--- src/sv/vml_pkg.sv ---
// shared widths, latency and request sideband type for the vector magnitude limiter
// no dependencies
package vml_pkg;

   localparam int unsigned CW      = 16;
   localparam int unsigned LATENCY = 2 * CW + 4;

   typedef struct packed {
      logic signed [CW-1:0] x;
      logic signed [CW-1:0] y;
      logic [CW-1:0]        lim;
      logic                 sat;
   } side_type;

endpackage

--- src/sv/vml_div.sv ---
// pipelined two-lane restoring divider sharing one divisor, one quotient bit per stage
// depends on vml_pkg; quotient must fit CW bits
module vml_div (
   input  logic                          clock,
   input  logic                          reset,
   input  logic                          in_valid,
   input  logic [2*vml_pkg::CW-1:0]      in_num_a,
   input  logic [2*vml_pkg::CW-1:0]      in_num_b,
   input  logic [vml_pkg::CW-1:0]        in_den,
   input  vml_pkg::side_type             in_side,
   output logic                          out_valid,
   output logic [vml_pkg::CW-1:0]        out_quo_a,
   output logic [vml_pkg::CW-1:0]        out_quo_b,
   output vml_pkg::side_type             out_side
);

   logic                      valid_ff [vml_pkg::CW];
   logic [vml_pkg::CW-1:0]    den_ff   [vml_pkg::CW];
   logic [vml_pkg::CW-1:0]    rem_ff   [vml_pkg::CW][2];
   logic [vml_pkg::CW-1:0]    low_ff   [vml_pkg::CW][2];
   logic [vml_pkg::CW-1:0]    quo_ff   [vml_pkg::CW][2];
   vml_pkg::side_type         side_ff  [vml_pkg::CW];

   for (genvar k = 0; k < vml_pkg::CW; k++) begin : g_stage
      logic                   src_valid;
      logic [vml_pkg::CW-1:0] src_den;
      vml_pkg::side_type      src_side;

      if (k == 0) begin : g_first
         assign src_valid = in_valid;
         assign src_den   = in_den;
         assign src_side  = in_side;
      end else begin : g_next
         assign src_valid = valid_ff[k-1];
         assign src_den   = den_ff[k-1];
         assign src_side  = side_ff[k-1];
      end

      for (genvar l = 0; l < 2; l++) begin : g_lane
         logic [vml_pkg::CW-1:0] src_rem;
         logic [vml_pkg::CW-1:0] src_low;
         logic [vml_pkg::CW-1:0] src_quo;
         logic [vml_pkg::CW:0]   part;
         logic                   take;
         logic [vml_pkg::CW-1:0] rem_in;

         if (k == 0) begin : g_first
            logic [2*vml_pkg::CW-1:0] num;
            assign num     = (l == 0) ? in_num_a : in_num_b;
            assign src_rem = num[2*vml_pkg::CW-1:vml_pkg::CW];
            assign src_low = num[vml_pkg::CW-1:0];
            assign src_quo = '0;
         end else begin : g_next
            assign src_rem = rem_ff[k-1][l];
            assign src_low = low_ff[k-1][l];
            assign src_quo = quo_ff[k-1][l];
         end

         assign part = {src_rem, src_low[vml_pkg::CW-1]};
         assign take = part >= {1'b0, src_den};
         always_comb begin
            if (take) begin
               rem_in = vml_pkg::CW'(part - {1'b0, src_den});
            end else begin
               rem_in = part[vml_pkg::CW-1:0];
            end
         end

         always_ff @(posedge clock) begin
            rem_ff[k][l] <= rem_in;
            low_ff[k][l] <= {src_low[vml_pkg::CW-2:0], 1'b0};
            quo_ff[k][l] <= {src_quo[vml_pkg::CW-2:0], take};
         end
      end

      always_ff @(posedge clock) begin
         if (reset) begin
            valid_ff[k] <= 1'b0;
         end else begin
            valid_ff[k] <= src_valid;
         end
         den_ff[k]  <= src_den;
         side_ff[k] <= src_side;
      end
   end

   assign out_valid = valid_ff[vml_pkg::CW-1];
   assign out_quo_a = quo_ff[vml_pkg::CW-1][0];
   assign out_quo_b = quo_ff[vml_pkg::CW-1][1];
   assign out_side  = side_ff[vml_pkg::CW-1];

endmodule

--- config.mk ---
export PLATFORM = sky130hd
export DESIGN_NAME = vml_div
export DESIGN_NICKNAME = d
export VERILOG_FILES = /design/src/sv/vml_pkg.sv /design/src/sv/vml_div.sv
export SDC_FILE = /design/constraint.sdc
export NUM_CORES = 2
export LEC_CHECK = 0
export BUFFER_PORTS_ARGS = -buffer_cell sky130_fd_sc_hd__buf_2
export CAP_MARGIN = 20
export CORE_MARGIN = 2
export CORE_UTILIZATION = 59
export DETAILED_ROUTE_END_ITERATION = 6
export PLACE_DENSITY = 0.76
export SYNTH_ARGS = -nofsm -noshare
export SYNTH_HDL_FRONTEND = slang
export SYNTH_SLANG_ARGS = --single-unit
--- constraint.sdc ---
create_clock -name clock -period 6.2 [get_ports clock]
set_input_delay 0.93 -clock clock [delete_from_list [all_inputs] [get_ports clock]]
set_output_delay 0.93 -clock clock [all_outputs]
set_load 0.05 [all_outputs]
# Word-level counts from Yosys, hierarchy flattened
# Memory sizes are Yosys's and may differ from the RTL's.
# Index checks and enable logic that the tools add are counted.
# word_totals
mem_bits_rw,2560
reg_bits,0
memories,6
output_inout_bits,82
# classes
muxes,51
n_bitwise,16
magnitude_cmp,32
add_sub_neg,32
# mem_list
memory,depth,width,read_ports,rd_ports_with_merged_regs,write_ports,line_no,source
side_ff,16,49,16,0,16,vml_div.sv:22,vml_pkg::side_type side_ff [vml_pkg::CW];
quo_ff,16,32,16,0,16,vml_div.sv:21,logic [vml_pkg::CW-1:0] quo_ff [vml_pkg::CW][2];
rem_ff,16,32,15,0,16,vml_div.sv:19,logic [vml_pkg::CW-1:0] rem_ff [vml_pkg::CW][2];
low_ff,16,30,15,0,16,vml_div.sv:20,logic [vml_pkg::CW-1:0] low_ff [vml_pkg::CW][2];
den_ff,16,16,15,0,16,vml_div.sv:18,logic [vml_pkg::CW-1:0] den_ff [vml_pkg::CW];
valid_ff,16,1,16,0,16,vml_div.sv:17,logic valid_ff [vml_pkg::CW];
# ops
operator,n
$ge A17 B16 Y1,32
$mux W16,32
$sub A16 B16 Y16,32
$mux W1,19
$or A1 B1 Y1,16

# Logic depth before layout (Yosys ltp)
# depth
ltp_word,3
ltp_mapped,12

# Worst setup path before layout
# No wires, ideal clock.
# synth_timing
path_type,input to register
start,in in_den[2] in the netlist's numbering
end,mem rem_ff[0][13] in the netlist's numbering
t_required_ns,6.079
path_buffers,1
arrival_time_ns,2.972
cell_stages,9
setup_ns,0.121
setup_slack_ns,3.107
cell_sequence,inv_1 ha_1 o21ai_0 a21oi_1 o311a_1 a21oi_1 o311ai_2 clkbuf_1 mux2_2
# synth_lines
element,line_no,source
start: declaration,vml_div.sv:9,"input logic [vml_pkg::CW-1:0] in_den,"
end: declaration,vml_div.sv:19,

==> impl_metrics.json <==
{
  "outcome": "finished, final reports clean",
  "fin_util": 0.674,
  "grt_pass1_vias": 44391,
  "p_seq_frac": 0.373,
  "min_from": "in_num_b[0]",
  "yosys_warnings": 0,
  "cts.clk_slew.worst_paths_ns": 0.07,
  "initial_core_util": 0.593,
  "synth_edf_count": 0,
  "gp_congestion": 0.950,
  "synthCells": 6098,
  "avgSynthCellArea_um2": 11.5,
  "num_vias": 43753,
  "rr_startpoint": "den_ff[12][1]$_DFF_P_",
  "layout_common_cells": "dfxtp_1, ha_1, inv_1",
  "finalCritPeriodShare": 0.586,
  "p_leak_uw": 0.0352,
  "required_ns": 6.87,
  "wl_um": 146000,
  "dieArea_um2": 121000,
  "dr.pass1.iters": 6,
  "drv_slew": 0,
  "postCtsSetupBuffers": 0,
  "coreArea_um2": 118000,
  "io_pins": 214,
  "grtUsageMet1": 0.279,
  "via_per_inst": 5.37,
  "hp-class": "primary input to register",
  "min_to": "low_ff[0][0]$_DFF_P_",
  "relSlewSlack": 0.271,
  "cts.root.buffer_cell": "clkbuf_16",
  "swShare": 0.339,
  "syn_nets": 6772,
  "power.density_nw_per_um2": 594,
  "post_cts_resized": 0,
  "pwr-share-clk": 0.253,
  "hpwl_um": 110000,
  "die_h_um": 348,
  "grt_first_pass_wirelength_um": 231000,
  "ant_nets": 0,
  "hold_violations": 0,
  "synthFlopType": "dfxtp_1",
  "endpoint_kind": "register",
  "final_common_cell": "dfxtp_1",
  "clock_sinks": 2032,
  "drtIter0Drc": 2454,
  "reg2reg_slack_ns": 2.57,
  "fin_nets": 7135,
  "cap_violations": 0,
  "startpoint_type": "register",
  "cts_tree": "built",
  "tightest_slew_ns": 1.08,
  "hold_ws_ns": 0.210,
  "skew_ns": 0.0513,
  "tns_ns": 0,
  "critPathKind": "register to register",
  "antenna_found_initial": 6,
  "final_layout_size_suffix_gt1_frac": 0.136,
  "cp_max_fo": 16,
  "combPwrFrac": 0.374,
  "fin_crit_ns": 3.63,
  "clock_path_buffers": 3,
  "rsz0062_at_grt": "no",
  "internal_power_uw": 31200,
  "ys_async_sr_fraction": 0,
  "portBuffers": 213,
  "arrival_ns": 4.30,
  "busiest_layer": "met2",
  "ff2ff_path_depth": 10,
  "max_freq_mhz": 275,
  "p_sw_uw": 16000,
  "synth_cell_types": 89,
  "syn_to_final_growth_pct": 13.7,
  "finalSetupViolCount": 0,
  "hold_buffers": 0,
  "cts_max_level": 4,
  "drc_errors": 0,
  "num_rows": 126,
  "numCtsBuffers": 186,
  "grt_max_degree": 30,
  "syn_area_um2": 69800,
  "wl_per_cell_um": 18.0,
  "overflow": 0,
  "track_usage": 0.240,
  "reg2reg_to": "rem_ff[6][51]$_DFF_P_",
  "holdPathStages": 1,
  "ir_worst_vdd_mv": 0.328,
  "grtUsageMet2": 0.433,
  "grtUsageMet3": 0.0367,
  "seq_area_frac_synth": 0.583,
  "synth-seq-cells": 2032,
  "clkLatencyLatePin_ns": 0.82,
  "die-width_um": 348
}
-- state kept, by name, summed over array words and instances (netlist names) --
signal,count
den_ff,240
low_ff,240
quo_ff,272
rem_ff,480
side_ff,784
valid_ff,16
-- worst max path at each step --
stage,from,to,slack (ns),cells past startpoint
finish,den_ff[12][1]$_DFF_P_,rem_ff[6][51]$_DFF_P_,2.57,10
global route,den_ff[12][1]$_DFF_P_,rem_ff[6][52]$_DFF_P_,2.15,10
CTS,den_ff[13][1]$_DFF_P_,rem_ff[7][22]$_DFF_P_,2.46,10
detailed placement,den_ff[12][1]$_DFF_P_,rem_ff[6][50]$_DFF_P_,2.53,10
global placement,den_ff[0][1]$_DFF_P_,rem_ff[0][34]$_DFF_P_,2.56,10
floorplan,in_den[2],rem_ff[0][13]$_DFF_P_,3.11,9
-- routing by layer --
| layer | wire, um | vias to the layer above |
|---|---|---|
| li1 | - | 21915 |
| met1 | 60700 | 20525 |
| met2 | 73000 | 979 |
| met3 | 5860 | 326 |
| met4 | 6580 | 8 |
| met5 | 49 | - |
-- stage by stage --
stage	cell area (um2)	power, uW	setup WS, ns	std cells
3_3_place_gp	72600	34700	2.56	7802
2_1_floorplan	69800	30900	3.11	6098
5_1_grt	79400	50000	2.15	8144
6_report	79400	47200	2.57	8144
4_1_cts	79300	47200	2.46	8137
3_5_place_dp	72700	35100	2.53	7803
-- cells in the mapped netlist (all sizes together), types with 40 or more instances --
cell type	number	area, um2
nand4	57	357
o21ai	239	1200
a211oi	48	365
a21oi	382	1920
a31oi	49	355
dfxtp	2032	40700
mux2i	50	500
a21o	107	803
ha	512	6410
o21a	108	811
nor2	400	1500
o31ai	40	319
xnor2	205	1800
nand2	218	818
nand2b	45	282
xor2	106	928
nor2b	97	622
inv	431	1620
mux2	282	3280
nor3	95	475
nand3	84	420
-- power groups by stage --
stage	Combinational [uW]	Clock (uW)	Sequential, uW
floorplan	13400	0	17500
global placement	16800	0	17800
detailed placement	17200	0	17900
CTS	17400	12200	17600
global route	19400	12800	17900
finish	17600	11900	17600
-- critical path, stage by stage, from the launching register on --
cell and delay, ns:
dfxtp_1 0.42, inv_1 0.09, ha_1 0.31, nor2b_1 0.15, o31a_1 0.27, o31ai_1 0.49
a31oi_1 0.23, a31oi_1 0.29, nand2_1 0.11, a21oi_2 0.70, mux2_2 0.41
-- cell type report --
type                    count  area [um2]
flip-flops and latches   2032       40700
fillers                  8752       38400
multi-input cells        3576       27300
clock buffers             262        5400
well taps                1536        1920
inverters                 431        1620
repair buffers            234        1280
clock inverters            72        1210
diodes                      1        2.50
-- cells by family after synthesis --
logic type	synth area share
buffers and inverters	0.0275
muxes	0.0541
xor gates and xnor gates	0.0390
DFF	0.583
and+or+nand+nor	0.0818
AOI/OAI and AO/OA	0.115
adders and majority gates	0.100
No activity file was read; power rests on OpenSTA's default activity.
