### src/sv/vml_pkg.sv
// shared widths, latency and request sideband type for the vector magnitude limiter
// no dependencies
package vml_pkg;

   localparam int unsigned CW      = 16;
   localparam int unsigned LATENCY = 2 * CW + 4;

   typedef struct packed {
      logic signed [CW-1:0] x;
      logic signed [CW-1:0] y;
      logic [CW-1:0]        lim;
      logic                 sat;
   } side_type;

endpackage

### src/sv/vml_sqrt.sv
// pipelined floor square root, one root bit per register stage
// depends on vml_pkg
module vml_sqrt (
   input  logic                          clock,
   input  logic                          reset,
   input  logic                          in_valid,
   input  logic [2*vml_pkg::CW-1:0]      in_value,
   input  vml_pkg::side_type             in_side,
   output logic                          out_valid,
   output logic [vml_pkg::CW-1:0]        out_root,
   output vml_pkg::side_type             out_side
);

   logic                         valid_ff [vml_pkg::CW];
   logic [2*vml_pkg::CW-1:0]     num_ff   [vml_pkg::CW];
   logic [vml_pkg::CW+1:0]       rem_ff   [vml_pkg::CW];
   logic [vml_pkg::CW-1:0]       root_ff  [vml_pkg::CW];
   vml_pkg::side_type            side_ff  [vml_pkg::CW];

   for (genvar k = 0; k < vml_pkg::CW; k++) begin : g_stage
      logic                     src_valid;
      logic [2*vml_pkg::CW-1:0] src_num;
      logic [vml_pkg::CW+1:0]   src_rem;
      logic [vml_pkg::CW-1:0]   src_root;
      vml_pkg::side_type        src_side;
      logic [vml_pkg::CW+2:0]   rem_wide;
      logic [vml_pkg::CW+2:0]   trial;
      logic                     take;
      logic [vml_pkg::CW+1:0]   rem_in;
      logic [vml_pkg::CW-1:0]   root_in;

      if (k == 0) begin : g_first
         assign src_valid = in_valid;
         assign src_num   = in_value;
         assign src_rem   = '0;
         assign src_root  = '0;
         assign src_side  = in_side;
      end else begin : g_next
         assign src_valid = valid_ff[k-1];
         assign src_num   = num_ff[k-1];
         assign src_rem   = rem_ff[k-1];
         assign src_root  = root_ff[k-1];
         assign src_side  = side_ff[k-1];
      end

      // bring down the next two bits and try root*4+1
      assign rem_wide = {src_rem[vml_pkg::CW:0], src_num[2*vml_pkg::CW-1 -: 2]};
      assign trial    = {1'b0, src_root, 2'b01};
      assign take     = rem_wide >= trial;
      always_comb begin
         if (take) begin
            rem_in = (vml_pkg::CW+2)'(rem_wide - trial);
         end else begin
            rem_in = rem_wide[vml_pkg::CW+1:0];
         end
      end
      assign root_in = {src_root[vml_pkg::CW-2:0], take};

      always_ff @(posedge clock) begin
         if (reset) begin
            valid_ff[k] <= 1'b0;
         end else begin
            valid_ff[k] <= src_valid;
         end
         num_ff[k]  <= {src_num[2*vml_pkg::CW-3:0], 2'b00};
         rem_ff[k]  <= rem_in;
         root_ff[k] <= root_in;
         side_ff[k] <= src_side;
      end
   end

   assign out_valid = valid_ff[vml_pkg::CW-1];
   assign out_root  = root_ff[vml_pkg::CW-1];
   assign out_side  = side_ff[vml_pkg::CW-1];

endmodule

### config.mk
export PLATFORM = sky130hd
export DESIGN_NAME = vml_sqrt
export DESIGN_NICKNAME = d
export VERILOG_FILES = /design/src/sv/vml_pkg.sv /design/src/sv/vml_sqrt.sv
export SDC_FILE = /design/constraint.sdc
export NUM_CORES = 1
export LEC_CHECK = 0
export BUFFER_PORTS_ARGS = -buffer_cell sky130_fd_sc_hd__buf_2
export CORE_ASPECT_RATIO = 0.6
export CORE_MARGIN = 2
export CORE_UTILIZATION = 45
export DETAILED_ROUTE_END_ITERATION = 7
export HOLD_SLACK_MARGIN = 0.08
export PLACE_DENSITY_LB_ADDON = 0.25
export REMOVE_ABC_BUFFERS = 1
export SYNTH_ARGS = -nofsm -noshare
export SYNTH_HDL_FRONTEND = slang
export SYNTH_SLANG_ARGS = --single-unit
### constraint.sdc
create_clock -name clock -period 2.85 [get_ports clock]
set_input_delay 0 -clock clock [delete_from_list [all_inputs] [get_ports clock]]
set_output_delay 0 -clock clock [all_outputs]
set_load 0.01 [all_outputs]
# [Word-level counts from Yosys, hierarchy flattened]
# Memories as Yosys holds them, arrays and structs flattened.
# Cells that the tools add are included.
[op_classes] add_sub_neg=16 n_lt_le_gt_ge=16 mux=35 bitwise_logic=16
[ops] op="two-way mux 18 bit" n=16
[ops] op=">= comparator 19 x 18 -> 1 bit" n=15
[ops] op="subtractor 18 bit" n=15
[ops] op="two-way mux 1 bit" n=19
[ops] op="bitwise OR 1 bit" n=16
[ops] op="subtractor 2 x 1 -> 3 bit, second input constant" n=1
[ops] op=">= comparator 2 x 1 -> 1 bit, second input constant" n=1
[totals] register_bits=0 ram_bits=1824 in_bits=84 out_inout_bits=66 wordCells=88 mem_count=5
[memory_table] name="side_ff" depth=16 width=49 read_ports=16 rd_clocked_by_memory_dff=0 write_ports=16 line_no="vml_sqrt.sv:18" text="vml_pkg::side_type side_ff [vml_pkg::CW];"
[memory_table] name="num_ff" depth=16 width=30 read_ports=15 rd_clocked_by_memory_dff=0 write_ports=16 line_no="vml_sqrt.sv:15" text="logic [2*vml_pkg::CW-1:0] num_ff [vml_pkg::CW];"
[memory_table] name="rem_ff" depth=16 width=18 read_ports=15 rd_clocked_by_memory_dff=0 write_ports=16 line_no="vml_sqrt.sv:16" text="logic [vml_pkg::CW+1:0] rem_ff [vml_pkg::CW];"
[memory_table] name="root_ff" depth=16 width=16 read_ports=16 rd_clocked_by_memory_dff=0 write_ports=16 line_no="vml_sqrt.sv:17" text="logic [vml_pkg::CW-1:0] root_ff [vml_pkg::CW];"
[memory_table] name="valid_ff" depth=16 width=1 read_ports=16 rd_clocked_by_memory_dff=0 write_ports=16 line_no="vml_sqrt.sv:14" text="logic valid_ff [vml_pkg::CW];"

# [Longest topological paths before layout]
[depth] ltp_word=3 depth_mapped=12 ltp_nobuf=10

# [Least setup slack after synthesis]
# No wires, ideal clock.
[synth_path] path_type="register to register" from="mem root_ff[1][82] (netlist name)" to="mem rem_ff[1][124] (netlist name)" setup_ns=0.118 arrival_ns=2.181 t_required_ns=2.732 setup_slack_ns=0.551 stages_incl_launch_ff=10 n_path_buf=0 period_less_slack_ns=2.299 path_cell_list="dfxtp_1 inv_1 ha_1 a21o_1 a21oi_1 a21boi_1 o31a_1 a221o_1 a221o_1 xnor2_1"
[synth_lines] item="start, declared" line_no="vml_sqrt.sv:17"
[synth_lines] item="end, declared" line_no="vml_sqrt.sv:16"

==> results.md <==
* Slew @ Worst Pin at 761.9 ps
* DR DRC count at 0
* Starting Density at 45.60%
* Core Area at 83720 um^2
* Grt total ovfl at 0
* HP Class: input pin to flop
* Worst-path fanout max at 21
* DP HPWL at 43.25 mm
* Crit start category: flop
* Post-synth EDFFs at 0
* First-pass GRT wire length at 105.7 mm
* Critical path class: flop to flop
* Detailed router's first-iteration violation count at 1361
* CTS Buf Count at 114
* Final setup viols at 0
* Top FF cell, synth: dfxtp_1
* Worst Path Arrival at 3290 ps
* Maximum vdd drop at 0.6547 mV
* Area occupied by registers at 28290 um^2
* M2 GR Usage at 21.80%
* Period minus WS final at 2703 ps
* Multi-input gate area at 9141 um^2
* Distinct cells, synth at 79
* Commonest non-fill, non-tap cell in the layout: dfxtp_1
* Maxcap violations at 0
* Width of the die at 380.0 um
* Status: completed
* Commonest non-fill, non-tap cells in the layout: dfxtp_1, inv_1, dlygate4sd3_1, nor2_1, ha_1
* Avg Cell Area, Syn at 13.06 um^2
* Hold slack at 182.0 ps
* Die ar. at 87250 um^2
* CP Data Required Time at 3440 ps
* Gpl congestion at 0.8938
* Average wire per standard cell at 13.99 um
* Vias in the first global route at 20780
* Post-synth ARST share at 0%
* Antenna violations before repair at 0
* Fin crit share at 94.83%
* Area of the mapped netlist at 38170 um^2
* Pins Over Slew Limit at 0
* Aggregate routed wire length at 64.12 mm
* Die Ht at 229.6 um
* Largest net degree at the start of global routing at 29
* Skew-Pair Late Insertion Delay at 720 ps
* RSZ-0062 raised after global routing: yes
* Length of the first detailed-routing pass in iterations at 5
* Total GRT Usage at 14.83%
* Grt peak-use layer: met2
* Final setup margin at 147.2 ps
* Site Rows at 82
* CTS max path bufs at 3
* Leak at 20.58 nW
* Filler Cells Inserted at 6833
* CTS tree: yes
* Layout Area Growth over Synthesis at 20.94%
* Vias post-DR at 20660
* Final Skew at 56.58 ps
* CTS Root Cell: clkbuf_16
* Grt met3 use at 3.785%
* CTS H-tree lvls at 3
* Crit end category: flop
* PwrDens at 976.3 nW/um^2
* Final Hold Vio Count at 0
* Syn Inst Count at 2924
* ANT cells at 0
* Achievable Freq at 370.0 MHz
* Port-buffer cells at 149
* Synth Warn # at 0
* Post-route ant nets at 0
* Worst slack, placed at 40.13 ps
* Nets at 3585
* Ratio of cells with drive above 1 in the final layout at 12.47%
* I/O pins at 150
* Met1 Use GR at 21.40%
* Post CTS Setup Buffer Count at 0
* Total clock sinks at 1413
* Slew headroom at 48.90%
* Vias/cell at 4.509
* Clock transition at path regs at 70 ps
* Synth Register Bits at 1413
* Seq/Total Area, Yosys at 74.10%
flip-flops by register name, indices dropped and copies added (netlist names):
register and flops:
valid_ff 16, root_ff 136, side_ff 784, rem_ff 237
num_ff 240
metrics by stage:
| step | instance area, um^2 | instances | setup TNS (ps) | total power [mW] | utilization, % |
|---|---|---|---|---|---|
| floorplan | 38030 | 2891 | -13.90 | 27.15 | - |
| global placement | 40390 | 4200 | 0 | 28.74 | 48.25 |
| detailed placement | 40390 | 4200 | 0 | 28.89 | 48.25 |
| CTS | 46130 | 4582 | 0 | 45.50 | 55.10 |
| global route | 46170 | 4582 | -80.03 | 47.30 | 55.15 |
| finish | 46170 | 4582 | 0 | 45.07 | 55.15 |
routing by layer:
layer  up-vias  share of wire [%]
li1      10600                  -
met5         -                  0
met4         0                2.2
met3       123                5.1
met2       428                 41
met1      9504                 52
cells by family (layout without fill, tap and decap cells):
| kind of cell | after synthesis | count (layout) | share of synthesized area [%] |
|---|---|---|---|
| AOI/OAI and AO/OA | 407 | 407 | 6.804 |
| muxes | 33 | 33 | 0.9505 |
| buffers and inverters | 206 | 730 | 2.075 |
| and+or+nand+nor | 552 | 552 | 7.407 |
| xor gates and xnor gates | 160 | 160 | 3.671 |
| other | 1 | 1 | 0.009823 |
| DFF | 1413 | 1413 | 74.10 |
| adders and majority gates | 152 | 152 | 4.982 |
synth_stat cells (all sizes together), types with 5 or more instances:
| cell type | instances | area, um^2 |
|---|---|---|
| o41a | 5 | 56.30 |
| xnor2 | 79 | 691.9 |
| clkbuf | 18 | 67.56 |
| nand3 | 31 | 165.2 |
| a21oi | 123 | 615.6 |
| a211oi | 17 | 132.6 |
| dfxtp | 1413 | 28290 |
| nand2 | 98 | 367.9 |
| buf | 15 | 75.07 |
| nor3b | 6 | 45.04 |
| mux2 | 26 | 292.8 |
| o21bai | 7 | 52.55 |
| nor3 | 53 | 275.3 |
| a211o | 8 | 70.07 |
| nor2 | 158 | 593.1 |
| o31a | 9 | 78.83 |
| nand4 | 19 | 118.9 |
| ha | 152 | 1902 |
| nand2b | 29 | 181.4 |
| mux2i | 7 | 70.07 |
| o31ai | 10 | 75.07 |
| and2 | 7 | 43.79 |
| a21boi | 7 | 52.55 |
| nor2b | 46 | 287.8 |
| or3 | 26 | 162.7 |
| or4 | 13 | 101.4 |
| xor2 | 81 | 709.4 |
| o21a | 32 | 240.2 |
| and3 | 8 | 50.05 |
| nor4 | 29 | 209.0 |
| o21ai | 104 | 520.5 |
| inv | 173 | 649.4 |
| or2 | 8 | 50.05 |
| nand3b | 8 | 60.06 |
| o211ai | 5 | 37.54 |
| o41ai | 6 | 52.55 |
| a21o | 30 | 225.2 |
| a31oi | 9 | 56.30 |
repair_timing:
item                       4_1_cts  5_1_grt
setup endpoints to repair        2       26
hold buffers                   167        0
pin swaps                        0        1
hold endpoints to repair        98        0
gates resized for setup          2       10
path summary, 6_finish.rpt:
kind / from / to / slack, ps / cells after the start
max reg2reg: root_ff[1][64] / rem_ff[1][94] / 150 / 8
max: root_ff[1][64] / rem_ff[1][94] / 150 / 8
min reg2reg: side_ff[1][103] / side_ff[1][152] / 310 / 0
min: reset / valid_ff[1][0] / 180 / 3
where the power goes:
group | switching, mW | internal [mW]
Sequential | 1.30 | 22.0
Clock | 7.07 | 9.24
Combinational | 2.94 | 2.56
cell type report:
class / count / share of cell area, %
clock buffer: 157 / 7.005
clock inverter: 58 / 1.780
inverter: 173 / 1.407
multi-input combinational: 1305 / 19.80
sequential: 1413 / 61.27
tap: 1134 / 3.073
timing repair buffer: 342 / 5.667
critical path, stage by stage (launching register included):
cell      delay (ps)
dfxtp_1          410
inv_1             70
ha_1             340
o21a_1           170
o41a_1           470
a221oi_2         430
o211ai_1         170
buf_4            250
mux2_2           310
No activity file was read; power rests on OpenSTA's default activity.
